### config.mk
export PLATFORM = sky130hd
export DESIGN_NAME = overlap_suppression_filter
export DESIGN_NICKNAME = d
export VERILOG_FILES = /design/src/rtl/osf_pkg.sv /design/src/rtl/osf_ram.sv /design/src/rtl/osf_cmp.sv /design/src/rtl/overlap_suppression_filter.sv
export SDC_FILE = /design/constraint.sdc
export NUM_CORES = 2
export LEC_CHECK = 0
export BUFFER_PORTS_ARGS = -buffer_cell sky130_fd_sc_hd__buf_2
export CORE_MARGIN = 3
export CORE_UTILIZATION = 55
export CTS_CLUSTER_SIZE = 30
export DETAILED_ROUTE_END_ITERATION = 16
export PLACE_DENSITY_LB_ADDON = 0.15
export SLEW_MARGIN = 0
export SYNTH_ARGS = -nofsm -noshare
export SYNTH_HDL_FRONTEND = slang
export SYNTH_HIERARCHICAL = 1
export SYNTH_SLANG_ARGS = --single-unit
### constraint.sdc
create_clock -name clock -period 18.7 [get_ports clock]
set_clock_uncertainty 0.1 [all_clocks]
set_input_delay 0 -clock clock [delete_from_list [all_inputs] [get_ports clock]]
set_output_delay 0 -clock clock [all_outputs]
set_load 0.01 [all_outputs]
### src/rtl/osf_pkg.sv
// Shared types and constants for the overlap suppression filter.
package osf_pkg;

   localparam int MAX_KEPT   = 64;
   localparam int COORD_BITS = 12;
   localparam int RATIO_BITS = 8;
   localparam int AREA_BITS  = 2 * COORD_BITS;
   localparam int PROD_BITS  = AREA_BITS + RATIO_BITS;
   localparam int CNT_BITS   = $clog2(MAX_KEPT + 1);
   localparam int IDX_BITS   = (MAX_KEPT > 1) ? $clog2(MAX_KEPT) : 1;
   localparam int CSR_IDX_BITS = 1;

   localparam logic [CSR_IDX_BITS-1:0] CSR_RATIO_NUM = 1'd0;
   localparam logic [CSR_IDX_BITS-1:0] CSR_RATIO_DEN = 1'd1;

   localparam logic [RATIO_BITS-1:0] RATIO_NUM_RESET = 8'd2;
   localparam logic [RATIO_BITS-1:0] RATIO_DEN_RESET = 8'd5;

   typedef struct packed {
      logic [COORD_BITS-1:0] rect_x;
      logic [COORD_BITS-1:0] rect_y;
      logic [COORD_BITS-1:0] rect_width;
      logic [COORD_BITS-1:0] rect_height;
   } rect_type;

   localparam int RECT_BITS = $bits(rect_type);

   typedef struct packed {
      logic [COORD_BITS-1:0] rect_x;
      logic [COORD_BITS-1:0] rect_y;
      logic [COORD_BITS-1:0] rect_width;
      logic [COORD_BITS-1:0] rect_height;
      logic                  first_of_set;
   } req_type;

   typedef struct packed {
      logic keep;
      logic store_full;
   } rsp_type;

   typedef struct packed {
      logic busy;
      logic hit;
   } cmp_status_type;

endpackage

### src/rtl/osf_ram.sv
// Generic single-write, single-read RAM with registered read data.
module osf_ram #(
   parameter int WIDTH = 8,
   parameter int DEPTH = 16
) (
   input  logic                                      clock,
   input  logic                                      wr_en,
   input  logic [((DEPTH > 1) ? $clog2(DEPTH) : 1)-1:0] wr_addr,
   input  logic [WIDTH-1:0]                          wr_data,
   input  logic [((DEPTH > 1) ? $clog2(DEPTH) : 1)-1:0] rd_addr,
   output logic [WIDTH-1:0]                          rd_data
);

   logic [WIDTH-1:0] mem_ff [DEPTH];
   logic [WIDTH-1:0] rd_data_ff;

   always_ff @(posedge clock) begin
      if (wr_en) begin
         mem_ff[wr_addr] <= wr_data;
      end
      rd_data_ff <= mem_ff[rd_addr];
   end

   assign rd_data = rd_data_ff;

endmodule

### src/rtl/osf_cmp.sv
// Shared compare pipeline: tests the new rectangle against one kept rectangle per cycle.
module osf_cmp (
   input  logic                             clock,
   input  logic                             reset,
   input  logic                             in_valid,
   input  osf_pkg::rect_type                cand,
   input  osf_pkg::rect_type                kept,
   input  logic [osf_pkg::RATIO_BITS-1:0]   ratio_den,
   input  logic [osf_pkg::PROD_BITS-1:0]    num_ref,
   output osf_pkg::cmp_status_type          status
);

   localparam int CB = osf_pkg::COORD_BITS;

   logic [CB:0]   ax1, bx1, ay1, by1, hix, hiy, difx, dify;
   logic [CB-1:0] lox, loy, ox, oy;
   logic          half_hit;

   logic                          a_valid_ff;
   logic [CB-1:0]                 ox_ff, oy_ff;
   logic                          a_half_ff;
   logic                          b_valid_ff;
   logic [osf_pkg::AREA_BITS-1:0] area_ff;
   logic                          b_half_ff;
   logic [osf_pkg::PROD_BITS-1:0] lhs;

   // span overlap: min of right edges minus max of left edges, floored at zero
   always_comb begin
      ax1  = {1'b0, cand.rect_x} + {1'b0, cand.rect_width};
      bx1  = {1'b0, kept.rect_x} + {1'b0, kept.rect_width};
      ay1  = {1'b0, cand.rect_y} + {1'b0, cand.rect_height};
      by1  = {1'b0, kept.rect_y} + {1'b0, kept.rect_height};
      lox  = (cand.rect_x > kept.rect_x) ? cand.rect_x : kept.rect_x;
      loy  = (cand.rect_y > kept.rect_y) ? cand.rect_y : kept.rect_y;
      hix  = (ax1 < bx1) ? ax1 : bx1;
      hiy  = (ay1 < by1) ? ay1 : by1;
      difx = hix - {1'b0, lox};
      dify = hiy - {1'b0, loy};
      // overlap never exceeds the candidate size, so it fits the coordinate width
      ox   = (hix > {1'b0, lox}) ? difx[CB-1:0] : '0;
      oy   = (hiy > {1'b0, loy}) ? dify[CB-1:0] : '0;
      half_hit = (ox > {1'b0, cand.rect_width[CB-1:1]}) &&
                 (oy > {1'b0, cand.rect_height[CB-1:1]});
   end

   always_ff @(posedge clock) begin
      if (reset) begin
         a_valid_ff <= 1'b0;
         b_valid_ff <= 1'b0;
      end else begin
         a_valid_ff <= in_valid;
         b_valid_ff <= a_valid_ff;
      end
      ox_ff     <= ox;
      oy_ff     <= oy;
      a_half_ff <= half_hit;
      area_ff   <= osf_pkg::AREA_BITS'(ox_ff) * osf_pkg::AREA_BITS'(oy_ff);
      b_half_ff <= a_half_ff;
   end

   assign lhs = osf_pkg::PROD_BITS'(area_ff) * osf_pkg::PROD_BITS'(ratio_den);

   assign status.busy = a_valid_ff | b_valid_ff;
   assign status.hit  = b_valid_ff && (b_half_ff || (lhs > num_ref));

endmodule

### src/rtl/overlap_suppression_filter.sv
// Top level of the overlap suppression filter: sequencer, kept-list RAM and ratio registers.
// Each rectangle beat goes through a setup step, then a scan in which the kept list is read
// out of the RAM one entry per cycle into a single compare pipeline, then drain and decide
// steps. The block accepts one rectangle at a time; a result waiting in the output register
// does not block acceptance of the next rectangle, though that rectangle's decide step waits
// for the register to empty. No clearing pass is needed.
module overlap_suppression_filter (
   input  logic                                clock,
   input  logic                                reset,
   input  logic                                req_valid,
   output logic                                req_ready,
   input  osf_pkg::req_type                    req_data,
   output logic                                rsp_valid,
   input  logic                                rsp_ready,
   output osf_pkg::rsp_type                    rsp_data,
   input  logic                                csr_wr_en,
   input  logic [osf_pkg::CSR_IDX_BITS-1:0]    csr_index,
   input  logic [osf_pkg::RATIO_BITS-1:0]      csr_wr_data
);

   localparam logic [1:0] S_IDLE   = 2'd0;
   localparam logic [1:0] S_SETUP  = 2'd1;
   localparam logic [1:0] S_SCAN   = 2'd2;
   localparam logic [1:0] S_DECIDE = 2'd3;

   localparam logic [osf_pkg::CNT_BITS-1:0] MAX_CNT = osf_pkg::CNT_BITS'(osf_pkg::MAX_KEPT);

   logic [1:0]                       state_ff, state_in;
   logic [osf_pkg::RATIO_BITS-1:0]   num_ff, den_ff;
   logic [osf_pkg::AREA_BITS-1:0]    ref_ff, ref_in;
   logic [osf_pkg::PROD_BITS-1:0]    num_ref_ff;
   logic [osf_pkg::CNT_BITS-1:0]     count_ff, count_in;
   logic [osf_pkg::CNT_BITS-1:0]     issue_ff, issue_in;
   logic                             rd_valid_ff;
   logic                             sup_ff, sup_in;
   osf_pkg::rect_type                cand_ff;
   logic                             rsp_valid_ff, rsp_valid_in;
   osf_pkg::rsp_type                 rsp_ff, rsp_in;

   logic                             accept, issue, produce, keep, full, wr_en;
   osf_pkg::rect_type                kept_rd;
   logic [osf_pkg::RECT_BITS-1:0]    kept_rd_bits;
   osf_pkg::cmp_status_type          cmp_status;

   assign req_ready = (state_ff == S_IDLE);
   assign accept    = req_valid && req_ready;
   assign issue     = (state_ff == S_SCAN) && (issue_ff < count_ff);
   assign produce   = (state_ff == S_DECIDE) && (!rsp_valid_ff || rsp_ready);
   assign keep      = !sup_ff;
   assign full      = keep && (count_ff >= MAX_CNT);
   assign wr_en     = produce && keep && !full;

   always_comb begin
      state_in     = state_ff;
      ref_in       = ref_ff;
      count_in     = count_ff;
      issue_in     = issue_ff;
      sup_in       = sup_ff;
      rsp_valid_in = rsp_valid_ff && !rsp_ready;
      rsp_in       = rsp_ff;
      case (state_ff)
         S_IDLE: begin
            if (accept) begin
               sup_in   = 1'b0;
               issue_in = '0;
               state_in = S_SETUP;
               if (req_data.first_of_set) begin
                  count_in = '0;
                  ref_in   = osf_pkg::AREA_BITS'(req_data.rect_width) *
                             osf_pkg::AREA_BITS'(req_data.rect_height);
               end
            end
         end
         S_SETUP: begin
            state_in = S_SCAN;
         end
         S_SCAN: begin
            if (issue) begin
               issue_in = issue_ff + 1'b1;
            end
            if (cmp_status.hit) begin
               sup_in = 1'b1;
            end
            if (!issue && !rd_valid_ff && !cmp_status.busy) begin
               state_in = S_DECIDE;
            end
         end
         S_DECIDE: begin
            if (produce) begin
               rsp_valid_in     = 1'b1;
               rsp_in.keep       = keep;
               rsp_in.store_full = full;
               if (wr_en) begin
                  count_in = count_ff + 1'b1;
               end
               state_in = S_IDLE;
            end
         end
         default: begin
            state_in = S_IDLE;
         end
      endcase
   end

   always_ff @(posedge clock) begin
      if (reset) begin
         state_ff     <= S_IDLE;
         num_ff       <= osf_pkg::RATIO_NUM_RESET;
         den_ff       <= osf_pkg::RATIO_DEN_RESET;
         ref_ff       <= '0;
         count_ff     <= '0;
         issue_ff     <= '0;
         rd_valid_ff  <= 1'b0;
         sup_ff       <= 1'b0;
         rsp_valid_ff <= 1'b0;
      end else begin
         state_ff     <= state_in;
         ref_ff       <= ref_in;
         count_ff     <= count_in;
         issue_ff     <= issue_in;
         rd_valid_ff  <= issue;
         sup_ff       <= sup_in;
         rsp_valid_ff <= rsp_valid_in;
         if (csr_wr_en) begin
            case (csr_index)
               osf_pkg::CSR_RATIO_NUM: num_ff <= csr_wr_data;
               osf_pkg::CSR_RATIO_DEN: den_ff <= csr_wr_data;
               default: begin
               end
            endcase
         end
      end
      rsp_ff <= rsp_in;
      // limit product is registered every cycle, the cycle after the reference latches
      num_ref_ff <= osf_pkg::PROD_BITS'(num_ff) * osf_pkg::PROD_BITS'(ref_ff);
      if (accept) begin
         cand_ff.rect_x      <= req_data.rect_x;
         cand_ff.rect_y      <= req_data.rect_y;
         cand_ff.rect_width  <= req_data.rect_width;
         cand_ff.rect_height <= req_data.rect_height;
      end
   end

   osf_ram #(
      .WIDTH (osf_pkg::RECT_BITS),
      .DEPTH (osf_pkg::MAX_KEPT)
   ) u_kept_ram (
      .clock   (clock),
      .wr_en   (wr_en),
      .wr_addr (count_ff[osf_pkg::IDX_BITS-1:0]),
      .wr_data (cand_ff),
      .rd_addr (issue_ff[osf_pkg::IDX_BITS-1:0]),
      .rd_data (kept_rd_bits)
   );

   assign kept_rd = kept_rd_bits;

   osf_cmp u_cmp (
      .clock     (clock),
      .reset     (reset),
      .in_valid  (rd_valid_ff),
      .cand      (cand_ff),
      .kept      (kept_rd),
      .ratio_den (den_ff),
      .num_ref   (num_ref_ff),
      .status    (cmp_status)
   );

   assign rsp_valid = rsp_valid_ff;
   assign rsp_data  = rsp_ff;

   // store_full is only ever reported on a kept rectangle
   a_full_implies_keep: assert property (@(posedge clock) disable iff (reset)
      rsp_valid |-> (!rsp_data.store_full || rsp_data.keep))
      else $error("store_full set on a suppressed rectangle");

   a_count_bound: assert property (@(posedge clock) disable iff (reset)
      count_ff <= MAX_CNT)
      else $error("kept count beyond list depth");

   a_busy_after_accept: assert property (@(posedge clock) disable iff (reset)
      accept |=> !req_ready)
      else $error("ready held right after accepting a beat");

   a_pipe_only_in_scan: assert property (@(posedge clock) disable iff (reset)
      (rd_valid_ff || cmp_status.busy) |-> (state_ff == S_SCAN))
      else $error("compare pipeline active outside the scan");

endmodule

==> metrics.txt <==
# TYPE chip_impl_metric gauge
chip_impl_metric{name="synthesis.area",unit="mm^2"} 0.1503
chip_impl_metric{name="fp-row-count",unit=""} 191
chip_impl_metric{name="max-cap-violations",unit=""} 0
chip_impl_metric{name="detail-route-antenna-nets",unit=""} 0
chip_impl_metric{name="totalWireLength",unit="um"} 421700
chip_impl_metric{name="die_width",unit="um"} 528.7
chip_impl_metric{name="worst_setup_hold_path_clk_slew",unit="ns"} 0.06
chip_impl_metric{name="initial_utilization",unit=""} 0.5541
chip_impl_metric{name="number_of_nets_in_the_final_layout",unit=""} 10110
chip_impl_metric{name="postSynthRegisterBits",unit=""} 3313
chip_impl_metric{name="aggregate_negative_setup_slack",unit="ns"} 0
chip_impl_metric{name="fin_util",unit=""} 0.6189
chip_impl_info{name="run_status",value="completed"} 1
chip_impl_info{name="layout.cells.most_common",value="edfxtp_1"} 1
chip_impl_metric{name="postLayoutCellArea",unit="mm^2"} 0.1679
chip_impl_info{name="rsz0062_at_grt",value="no"} 1
chip_impl_metric{name="drt-pass1-iter-count",unit=""} 6
chip_impl_metric{name="standby_leakage_power",unit="nW"} 57.84
chip_impl_metric{name="final.period_utilization",unit=""} 0.4838
chip_impl_metric{name="detailed_place.area",unit="mm^2"} 0.1553
chip_impl_metric{name="grt_max_degree",unit=""} 93
chip_impl_metric{name="placement.io_buffers",unit=""} 66
chip_impl_metric{name="first_pass_grt_wire_length",unit="um"} 608800
chip_impl_metric{name="final_hold_viol_count",unit=""} 0
chip_impl_metric{name="synth_async_sr_flop_share",unit=""} 0
chip_impl_metric{name="routed_via_density",unit=""} 6.510
chip_impl_metric{name="clock_latency_late_sink",unit="ns"} 0.94
chip_impl_metric{name="crit_path_required_time",unit="ns"} 19.31
chip_impl_metric{name="post_route_cells_drive_above_1_share",unit=""} 0.1776
chip_impl_metric{name="flow.area_growth_from_synthesis",unit="%"} 11.70
chip_impl_metric{name="synth_sequential_area_ratio",unit=""} 0.6492
chip_impl_metric{name="grtUsageTotal",unit=""} 0.3040
chip_impl_info{name="leading_cell_types_in_the_layout_fill_and_taps_excluded",value="3,122 x edfxtp_1, 754 x mux4_2, 662 x inv_1, 578 x nand2_1, 470 x fa_1"} 1
chip_impl_info{name="crit_path_end_kind",value="flop"} 1
chip_impl_info{name="clk_root_buffer_cell",value="clkbuf_16"} 1
chip_impl_metric{name="timing.max_slew.rel_slack",unit=""} 0.02413
chip_impl_metric{name="cts-htree-levels",unit=""} 5
chip_impl_metric{name="number_of_buffers_created_by_cts",unit=""} 346
chip_impl_metric{name="synth_top_area_frac",unit=""} 0.6238
chip_impl_metric{name="worst-endpoint-arrival",unit="ns"} 9.66
chip_impl_metric{name="via_count",unit=""} 84840
chip_impl_metric{name="synthesis.nets",unit=""} 9773
chip_impl_metric{name="cts_resized",unit=""} 0
chip_impl_info{name="post_synth_main_area_contributors",value="edfxtp_1 62%, mux4_2 11%, fa_1 6.3%"} 1
chip_impl_metric{name="first_global_vias",unit=""} 85950
chip_impl_metric{name="number_of_endpoints_failing_setup_at_the_final_stage",unit=""} 0
chip_impl_metric{name="boundaryPins",unit=""} 67
chip_impl_info{name="critical_path_cell_with_the_highest_stage_delay",value="a2111oi_0"} 1
chip_impl_metric{name="drt_first_iter_violations",unit=""} 10570
chip_impl_metric{name="die-area",unit="mm^2"} 0.2796
chip_impl_metric{name="cts_buffer_depth",unit=""} 4
chip_impl_metric{name="avgRoutedWirePerCell",unit="um"} 32.36
chip_impl_metric{name="power.density",unit="mW/mm^2"} 149.1
chip_impl_metric{name="drc",unit=""} 0
chip_impl_metric{name="yosysWarnings",unit=""} 6
chip_impl_metric{name="netlist_instances",unit=""} 8827
chip_impl_info{name="cts_tree",value="built"} 1
chip_impl_metric{name="drv_slew",unit=""} 0
chip_impl_metric{name="clock.fmax",unit="GHz"} 0.1105
chip_impl_info{name="worstHoldPathType",value="primary input to flop"} 1
chip_impl_metric{name="tightestPinTransition",unit="ns"} 1.464
chip_impl_metric{name="ir_worst_vdd",unit="mV"} 0.1617
chip_impl_metric{name="antenna_violations_before_repair",unit=""} 14
chip_impl_info{name="dominantRegCellSynth",value="edfxtp_1"} 1
chip_impl_metric{name="number_of_flops_mapped_to_enable_cells_by_yosys",unit=""} 3122
chip_impl_metric{name="crit_path_max_incr_delay",unit="ns"} 0.58
chip_impl_info{name="startpoint_type",value="flop"} 1
chip_impl_metric{name="post_cts_buffers",unit=""} 0
chip_impl_metric{name="critical_path_peak_fanout",unit=""} 68
chip_impl_metric{name="globalplace.congestion",unit=""} 0.8707
chip_impl_metric{name="syn_avg_cell_area",unit="um^2"} 17.03
chip_impl_metric{name="synth.lib_cells_used.distinct",unit=""} 89
chip_impl_metric{name="floorplan.die.height",unit="um"} 528.7
chip_impl_metric{name="period_minus_slack",unit="ns"} 9.046
chip_impl_metric{name="grt.overflow.total",unit=""} 0
chip_impl_metric{name="cts.sinks",unit=""} 3313
chip_impl_info{name="critical_path_class",value="flop to flop"} 1
chip_impl_info{name="yosys.area.top_type",value="edfxtp_1"} 1
chip_impl_metric{name="hpwlAfterDp",unit="um"} 248100
chip_impl_metric{name="coreArea",unit="mm^2"} 0.2712
==> per-layer routing <==
metal,share of wire,vias to the layer above,global-route usage
met2,0.48,4456,0.4885
li1,-,34590,-
met1,0.38,44980,0.4203
met5,0.000036,-,0
met4,0.041,2,0.1111
met3,0.099,813,0.05587
==> Yosys cell counts (55+ instances only) <==
cell type	count
o21ai_0	116
ha_1	413
buf_2	101
inv_1	663
edfxtp_1	3122
a21o_1	65
xnor2_1	81
nor2b_1	57
nand3_1	55
a22oi_1	75
nor2_1	280
o22ai_1	123
mux4_2	754
and2_1	323
a21oi_1	242
buf_4	63
a22o_1	57
mux2i_1	95
nand2_1	579
fa_1	470
a221oi_1	87
dfxtp_1	191
clkbuf_1	221
==> repair_timing <==
item / in CTS / in global routing
hold buffers: 124 / 0
setup endpoints to repair: 0 / 0
endpoints found under the hold margin: 121 / 0
==> worst paths after layout <==
check	endpoint	from	slack (ns)	cells past startpoint
worst min-delay path	cand_ff[2]	req_data[3]	0.04	2
worst min register to register	u_cmp/b_half_ff	u_cmp/a_half_ff	0.24	0
worst max-delay path	u_cmp/a_half_ff	cand_ff[25]	9.65	35
worst max register to register	u_cmp/a_half_ff	cand_ff[25]	9.65	35
==> power by group <==
| group | internal (mW) | switching (mW) |
|---|---|---|
| registers | 8.69 | 0.322 |
| clock network | 3.96 | 2.88 |
| logic | 3.82 | 5.37 |
| total | 16.5 | 8.57 |
==> kinds of logic (layout without fill, tap and decap cells) <==
family	after synthesis	in the layout	share of synthesized area
other	0	12	0
flip-flops	3313	3313	0.6492
multiplexers	865	865	0.1205
buffers and inverters	1083	1706	0.03017
AO/OA/AOI/OAI	1028	1028	0.04662
AND/OR/NAND/NOR	1523	1523	0.04879
XOR/XNOR	132	132	0.007692
adder cells (fa/ha/maj)	883	883	0.09699
==> stage by stage <==
| stage | power, mW | std cells | hold WS [ns] | worst slack [ns] |
|---|---|---|---|---|
| after global placement | 18.19 | 12260 | 0.07979 | 9.671 |
| after detailed placement | 18.30 | 12260 | 0.07864 | 9.817 |
| final | 25.03 | 13030 | 0.04374 | 9.654 |
| after floorplan | 15.97 | 8827 | -0.02839 | 10.96 |
| after CTS | 25.16 | 13020 | 0.001800 | 9.763 |
| after global routing | 26.55 | 13020 | 0.04963 | 8.832 |
==> registers in the layout, summed over array words and instances, names as in the netlist, 12 cells and up <==
register            cells
u_kept_ram/rd_data     48
num_ref_ff             32
cand_ff                48
ref_ff                 24
u_kept_ram/mem_ff    3072
u_cmp/area_ff          24
u_cmp/ox_ff            12
u_cmp/oy_ff            12
==> worst max-delay path, delay by kind of cell, from the launching register on <==
family	cells	cell delay, ns
AOI/OAI and AO/OA	20	4.67
xor gates and xnor gates	1	0.23
adders and majority gates	4	1.28
buffers and inverters	3	0.89
DFF	1	0.33
muxes	1	0.28
and+or+nand+nor	6	1.01
==> area by class of cell <==
cell class	instances	area [um^2]
diodes	12	30.03
flip-flops and latches	3313	97590
well taps	3570	4467
fillers	19350	103400
clock inverters	210	2081
inverters	664	2492
clock buffers	425	9205
repair buffers	407	3288
multi-input cells	4431	48720
Power figures use the tool's default switching activity.
